--- src/rtl/core/assert_macros.svh ---
// ----------------------------------------------------------------------------
// assert_macros.svh
// Assertion macros used by the core RTL
// ----------------------------------------------------------------------------
`ifndef ASSERT_MACROS_SVH
`define ASSERT_MACROS_SVH

// property must hold on every rising clock edge outside reset
`define ASSERT_PROP(label, clk, rst, prop) \
   label: assert property (@(posedge clk) disable iff (rst) (prop)) \
      else $error("core assertion failed");

// expression must never be true outside reset
`define ASSERT_NEVER(label, clk, rst, expr) \
   `ASSERT_PROP(label, clk, rst, !(expr))

`endif

--- src/rtl/core/hbp_pkg.sv ---
// ----------------------------------------------------------------------------
// hbp_pkg
// Types and constants shared by the Huffman bit packer core
// ----------------------------------------------------------------------------
package hbp_pkg;

   // command field codes
   localparam logic [1:0] CMD_LOAD   = 2'd0;
   localparam logic [1:0] CMD_ENCODE = 2'd1;
   localparam logic [1:0] CMD_FLUSH  = 2'd2;

   // field widths
   localparam int CMD_W      = 2;
   localparam int SYMBOL_W   = 8;
   localparam int WORD_BITS  = 32;
   localparam int LEN_W      = 6;
   localparam int BYTE_BITS  = 8;
   localparam int PEND_W     = 7;
   localparam int PCNT_W     = 3;
   // left aligned work window: seven pending bits plus a full code word
   localparam int WORK_BITS  = 40;
   localparam int TOTAL_W    = 6;

   // controller to datapath commands
   typedef struct packed {
      logic mem_wr;
      logic mem_rd;
      logic align_ld;
      logic flush_ld;
      logic emit;
   } hbp_ctrl_type;

   // datapath to controller status
   typedef struct packed {
      logic sym_ok;
      logic pend_nonzero;
      logic align_ge8;
      logic emit_last;
      logic out_free;
   } hbp_stat_type;

endpackage

--- src/rtl/core/hbp_controller.sv ---
// ----------------------------------------------------------------------------
// hbp_controller
// Sequencer for load, encode and flush items
// ----------------------------------------------------------------------------
module hbp_controller import hbp_pkg::*; (
   input  logic             clock,
   input  logic             reset,
   input  logic             req_valid,
   input  logic [CMD_W-1:0] req_cmd,
   output logic             req_ready,
   input  hbp_stat_type     stat,
   output hbp_ctrl_type     ctrl
);

   localparam logic [1:0] ST_IDLE  = 2'd0;
   localparam logic [1:0] ST_ALIGN = 2'd1;
   localparam logic [1:0] ST_EMIT  = 2'd2;

   logic [1:0] state_ff, state_in;
   logic       accept;

   assign req_ready = (state_ff == ST_IDLE);
   assign accept    = req_valid && req_ready;

   // next state and commands
   always_comb begin
      state_in = state_ff;
      ctrl     = '0;
      unique case (state_ff)
         ST_IDLE: begin
            if (accept) begin
               unique case (req_cmd)
                  CMD_LOAD: begin
                     ctrl.mem_wr = stat.sym_ok;
                  end
                  CMD_ENCODE: begin
                     if (stat.sym_ok) begin
                        ctrl.mem_rd = 1'b1;
                        state_in    = ST_ALIGN;
                     end
                  end
                  CMD_FLUSH: begin
                     ctrl.flush_ld = 1'b1;
                     if (stat.pend_nonzero) state_in = ST_EMIT;
                  end
                  default: begin
                  end
               endcase
            end
         end
         ST_ALIGN: begin
            ctrl.align_ld = 1'b1;
            state_in      = stat.align_ge8 ? ST_EMIT : ST_IDLE;
         end
         ST_EMIT: begin
            // one byte per transfer slot, leave after the final byte
            if (stat.out_free) begin
               ctrl.emit = 1'b1;
               if (stat.emit_last) state_in = ST_IDLE;
            end
         end
         default: begin
            state_in = ST_IDLE;
         end
      endcase
   end

   always_ff @(posedge clock) begin
      if (reset) begin
         state_ff <= ST_IDLE;
      end else begin
         state_ff <= state_in;
      end
   end

endmodule

--- config.mk ---
export PLATFORM = sky130hd
export DESIGN_NAME = hbp_controller
export DESIGN_NICKNAME = d
export VERILOG_FILES = /design/src/rtl/core/assert_macros.svh /design/src/rtl/core/hbp_pkg.sv /design/src/rtl/core/hbp_controller.sv
export SDC_FILE = /design/constraint.sdc
export NUM_CORES = 1
export LEC_CHECK = 0
export BUFFER_PORTS_ARGS = -buffer_cell sky130_fd_sc_hd__buf_4
export CORE_AREA = 2 2 39 41
export CTS_CLUSTER_DIAMETER = 100
export DETAILED_ROUTE_END_ITERATION = 8
export DIE_AREA = 0 0 41 43
export GPL_TIMING_DRIVEN = 0
export SLEW_MARGIN = 40
export SYNTH_ARGS = -nofsm -noshare
export SYNTH_HDL_FRONTEND = slang
export SYNTH_SLANG_ARGS = --single-unit
--- constraint.sdc ---
create_clock -name clock -period 1.1 [get_ports clock]
set_input_delay 0.165 -clock clock [delete_from_list [all_inputs] [get_ports clock]]
set_output_delay 0.165 -clock clock [all_outputs]
set_load 0.01 [all_outputs]
==> results of run 1 <==
## worst max-delay path, stage by stage (launching register included)
cell and delay, ns:
dfxtp_4 0.35, nor4_1 0.27, buf_4 0.16
## cells in the mapped netlist
cell type	number
nand2b_1	2
o211ai_1	1
nand2_1	3
dfxtp_1	2
nor4b_2	1
o31a_1	1
nor3b_1	1
buf_6	1
nor3_1	1
a31oi_1	1
nand4b_1	1
nand3_1	1
nand3b_1	1
o21ai_0	1
inv_1	2
nor2b_1	1
nor2_1	4
nor4_1	1
## what timing repair did
action	CTS	global route
cloned	0	0
gates resized for setup	6	1
pin swaps	4	1
endpoints found under the setup margin	5	8
hold buffers	0	0
setup buffers	3	2
## power breakdown
group	leakage, nW	switching [mW]	internal, mW
Sequential	0.0178	0.00369	0.0722
Combinational	0.159	0.0377	0.0565
Clock	0.0138	0.0450	0.121
Total	0.191	0.0863	0.249
## logic make-up (layout without fill, tap and decap cells)
family                 Yosys count  count (layout)  share of synthesized area (%)
AO/OA/AOI/OAI                    4               4                           14.8
AND/OR/NAND/NOR                 17              17                           53.7
buffers and inverters            3              25                           10.1
flip-flops                       2               2                           21.5
## metrics by stage
stage / setup TNS (ns) / cell area, µm² / instances / total power, mW / utilization [%]
floorplan: 0 / 194 / 26 / 0.115 / -
global placement: -0.0151 / 327 / 57 / 0.160 / 23.6
detailed placement: 0 / 327 / 57 / 0.161 / 23.6
CTS: -0.357 / 378 / 62 / 0.338 / 27.3
global route: -0.792 / 397 / 64 / 0.365 / 28.7
finish: -0.308 / 397 / 64 / 0.336 / 28.7
## routing by layer
metal	up-vias	wire [µm]
met2	10	297
met3	2	45
met1	114	227
met4	0	12
li1	138	-
met5	-	0
## area by class of cell
| type | count | area, µm² | share of cell area (%) |
|---|---|---|---|
| Timing Repair Buffer | 20 | 154 | 38.8 |
| Multi-Input combinational cell | 21 | 145 | 36.6 |
| Sequential cell | 2 | 47.5 | 12.0 |
| Clock buffer | 3 | 22.5 | 5.68 |
| Tap cell | 16 | 20.0 | 5.05 |
| Inverter | 2 | 7.51 | 1.89 |
## worst paths after layout
kind / cells after the start / slack, ns / endpoint / start
setup / recovery: 2 / -0.08 / ctrl[1] / state_ff[0]$_SDFFE_PP0P_
hold / removal: 2 / 0.11 / state_ff[0]$_SDFFE_PP0P_ / reset
setup reg to reg: 3 / -0.04 / state_ff[0]$_SDFFE_PP0P_ / state_ff[1]$_SDFFE_PP0P_
hold reg to reg: 3 / 0.64 / state_ff[1]$_SDFFE_PP0P_ / state_ff[1]$_SDFFE_PP0P_
==> results.yml, run 1 <==
cells_and_area:
  final_cell_mix: "19 x buf_4, 3 x nor2_1, 3 x nand2_1, 3 x clkbuf_4"
  final_nets: 60
  syn_to_final_growth_pct: 113
  drive_gt1_share_pct: 60.4
  final_common_cell: "buf_4"
  top_regs: "state_ff x2"
  largest-register: "state_ff"
  n_antenna_cell: 0
  nFillCells: 163
  largest_register_ffs: 2
timing:
  fmax_mhz: 850
  max_slew_margin_pct: 85.0
  final.period_utilization_pct: 107
  finalCriticalPeriod_ns: 1.18
  finalWorstSetupSlack_ns: -0.0766
  maxSlewViolCount: 0
  holdWs_ns: 0.111
  setup_viol: 7
  hold_violations: 0
  rsz0062_at_grt: "yes"
  worstMarginPinSlew_ns: 0.222
  fin_worst_skew_ns: 0.00101
grt:
  grt_util_met3_pct: 4.71
  grt_max_degree: 8
  grt_pass1_wl_um: 993
  busiest_layer: "met2"
  grt_usage_pct: 8.92
  antenna_found_initial: 0
  grt_util_met1_pct: 7.35
  grt_pass1_vias: 268
  grt-ovfl-total: 0
  gr-usage-met2_pct: 14.1
synthesis:
  synth_cells: 26
  yosys.cell_types.count: 18
  synth_top_area_cell: "dfxtp_1"
  netlist.area_leader.share_pct: 21.5
  syn_avg_cell_area_um2: 7.17
  syn-num-nets: 36
  synth_area_leaders: "dfxtp_1 21%, nor2_1 8.1%, nor4b_2 8.1%, nand2b_1 6.7%, buf_6 6.0%"
  netlist_area_um2: 186
  ys_warn_count: 0
  seq_area_frac_synth_pct: 21.5
  ys_seq_elements: 2
clock_network:
  clockBufferDepth: 2
  cts-buffers-inserted: 3
  cts_tree: "yes"
  clock_latency_ns: 0.23
  htreeDepth: 1
  cts_root_buf: "clkbuf_4"
  clock-sinks: 2
  clk_pin_slew_worst_paths_ns: 0.03
setup_path:
  required_ns: 0.94
  crit_path_end_kind: "primary output"
  crit_fanout: 6
  crit_type: "flop to primary output"
  cp.arrival_ns: 1.01
  critPathLaunchType: "flop"
worst_hold_path:
  hp-class: "input pin to flop"
drt:
  final_antenna_net_count: 0
  wl_per_cell_um: 9.09
  viasPerCell: 4.13
  num_vias: 264
  dr.pass1.iters: 2
  drc: 0
  drt_iter0_drc: 1
  routed_wl_um: 582
placement:
  dp_slack_ns: 0.00660
  dp_hpwl_um: 419
  gp_congestion: 0.684
  port_buffers: 15
floorplan:
  initial_core_util_pct: 13.5
  dieHeight_um: 43
  dieWidth_um: 41
  core_um2: 1380
  rows: 14
  ioPinCount: 16
  die_area_um2: 1760
outcome:
  violations: "negative setup slack"
  outcome: "complete, but fails checks"
job:
  drv_cap: 0
power_and_ir_drop:
  power_leakage_nw: 0.191
  vdd_drop_max_v: 0.000246
  power_density_nw_per_um2: 846
Power figures use the tool's default switching activity.
==> inputs of run 2 (changes only) <==
--- a/config.mk
+++ b/config.mk
@@ -11,6 +11,7 @@
 export DETAILED_ROUTE_END_ITERATION = 8
 export DIE_AREA = 0 0 41 43
 export GPL_TIMING_DRIVEN = 0
+export REMOVE_ABC_BUFFERS = 1
 export SLEW_MARGIN = 40
 export SYNTH_ARGS = -nofsm -noshare
 export SYNTH_HDL_FRONTEND = slang
==> constraint.sdc (replaced) <==
create_clock -name clock -period 0.95 [get_ports clock]
set_input_delay 0.1425 -clock clock [delete_from_list [all_inputs] [get_ports clock]]
set_output_delay 0.1425 -clock clock [all_outputs]
set_load 0.01 [all_outputs]
==> run 2 against run 1 <==
- the flow still finishes with violations (negative setup slack)
- sequential share of layout area fell by 0.37 points
- wire length rose by 5.8%
- clock power is 18% higher
- first-iteration DRC count fell by 100%
- final area rose by 3.2%
- combinational power up 17%
- total power increased by 18%
- worst setup slack got worse by 0.13 ns
- utilization increased by 0.90 points
- register-to-register slack worse by 0.17 ns
==> results.yml, run 2 (same netlist as run 1, synthesis figures left out) <==
placement:
  placed_area_um2: 308
  port_buffers: 15
  dp_hpwl_um: 427
  gp_congestion: 0.629
  dp_slack_ns: -0.184
grt:
  antenna_found_initial: 0
  grt_pass1_wl_um: 910
  grt_usage_pct: 8.72
  grt_pass1_vias: 268
  grt_max_degree: 8
  grt-ovfl-total: 0
timing:
  finalCriticalPeriod_ns: 1.16
  fmax_mhz: 864
  setup_viol: 8
  rsz0062_at_grt: "yes"
  setup_tns_ns: -1.33
  worstMarginPinSlew_ns: 0.190
  maxSlewViolCount: 0
  final.period_utilization_pct: 122
  fin_worst_skew_ns: 0.00321
  max_slew_margin_pct: 87.2
  finalWorstSetupSlack_ns: -0.207
  hold_violations: 0
power_and_ir_drop:
  comb_power_share_pct: 27.9
  power_frac_clock_pct: 49.5
  p_seq_share_pct: 22.5
  power_leakage_nw: 0.184
  switchingPower_mw: 0.107
  p_int_mw: 0.288
  power_density_nw_per_um2: 966
  totalPowerFinal_mw: 0.395
  vdd_drop_max_v: 0.000276
  swShare_pct: 27.2
clock_network:
  cts-buffers-inserted: 3
  htreeDepth: 1
  cts_hold_buffers: 0
  clk_pin_slew_worst_paths_ns: 0.03
  cts_tree: "yes"
  cts_root_buf: "clkbuf_4"
  clockBufferDepth: 2
  clock_latency_ns: 0.23
  clock-sinks: 2
setup_path:
  crit_buf_inv: 1
  cp_slowest_cell: "dfxtp_4"
  crit_type: "flop to flop"
  max_stage_delay_ns: 0.35
  crit_path_end_kind: "flop"
  cp.arrival_ns: 1.29
  crit_chain: "buf_6 -> o31a_1 -> nor4b_2"
  crit_fanout: 5
  crit_family: "flip-flops"
  critPathLaunchType: "flop"
  required_ns: 1.08
cells_and_area:
  drive_gt1_share_pct: 65.2
  largest-register: "state_ff"
  final_cell_mix: "16 x buf_4, 3 x nor2_1, 3 x clkbuf_4"
  fin_util_pct: 29.6
  n_antenna_cell: 0
  final_common_cell: "buf_4"
  final_nets: 58
  top_regs: "state_ff x2"
  syn_to_final_growth_pct: 119
  largest_register_ffs: 2
  nFillCells: 157
  stdcell_area_um2: 409
drt:
  final_antenna_net_count: 0
  drc: 0
  routed_wl_um: 616
  viasPerCell: 4.16
  dr.pass1.iters: 1
  wl_per_cell_um: 9.94
  drt_iter0_drc: 0
  num_vias: 258
worst_hold_path:
  hp-class: "input pin to flop"
floorplan:
  die_area_um2: 1760
  rows: 14
  ioPinCount: 16
  dieHeight_um: 43
  core_um2: 1380
  dieWidth_um: 41
  initial_core_util_pct: 13.5
outcome:
  violations: "negative setup slack"
  outcome: "complete, but fails checks"
job:
  drv_cap: 0
## run 2: power by group through the flow
stage	combinational, mW	clock [mW]	sequential [mW]
2_1_floorplan	0.0373	0	0.0918
3_3_place_gp	0.0873	0	0.0929
3_5_place_dp	0.0872	0	0.0928
4_1_cts	0.0991	0.206	0.0898
5_1_grt	0.120	0.206	0.0893
6_report	0.110	0.196	0.0891
## run 2: path summary, 6_finish.rpt
kind | startpoint | to | slack (ns) | depth (start not counted)
worst min-delay path | reset | state_ff[0]$_SDFFE_PP0P_ | 0.09 | 2
worst max register to register | state_ff[1]$_SDFFE_PP0P_ | state_ff[0]$_SDFFE_PP0P_ | -0.21 | 3
worst min register to register | state_ff[0]$_SDFFE_PP0P_ | state_ff[1]$_SDFFE_PP0P_ | 0.69 | 3
worst max-delay path | state_ff[1]$_SDFFE_PP0P_ | state_ff[0]$_SDFFE_PP0P_ | -0.21 | 3
## run 2: timing repair
action	CTS	global route
buffers inserted	2	1
endpoints found under the setup margin	8	8
pin swaps	3	4
resized for setup	7	6
## run 2: metal layers
metal	vias to the layer above	track usage [%]	wire, µm
met5	-	0	0
met3	2	4.19	39
li1	133	-	-
met1	116	5.11	195
met4	0	10.0	19
met2	7	15.0	361
## run 2: through the flow
step | std cells | hold slack, ns
after floorplan | 25 | 0.214
after global placement | 56 | 0.329
after detailed placement | 56 | 0.330
after CTS | 61 | 0.0804
after global routing | 62 | 0.0869
final | 62 | 0.0896
## run 2: worst register-to-register path, stage by stage (launching register included)
cell,delay [ns]
dfxtp_4,0.35
buf_6,0.13
o31a_1,0.31
nor4b_2,0.27
## run 2: area by class of cell
cell class	count	area, µm²	share of cell area [%]
sequential	2	47.5	11.6
multi-input combinational	21	169	41.3
inverter	2	7.51	1.83
clock buffer	3	22.5	5.50
tap	16	20.0	4.89
timing repair buffer	18	143	34.9
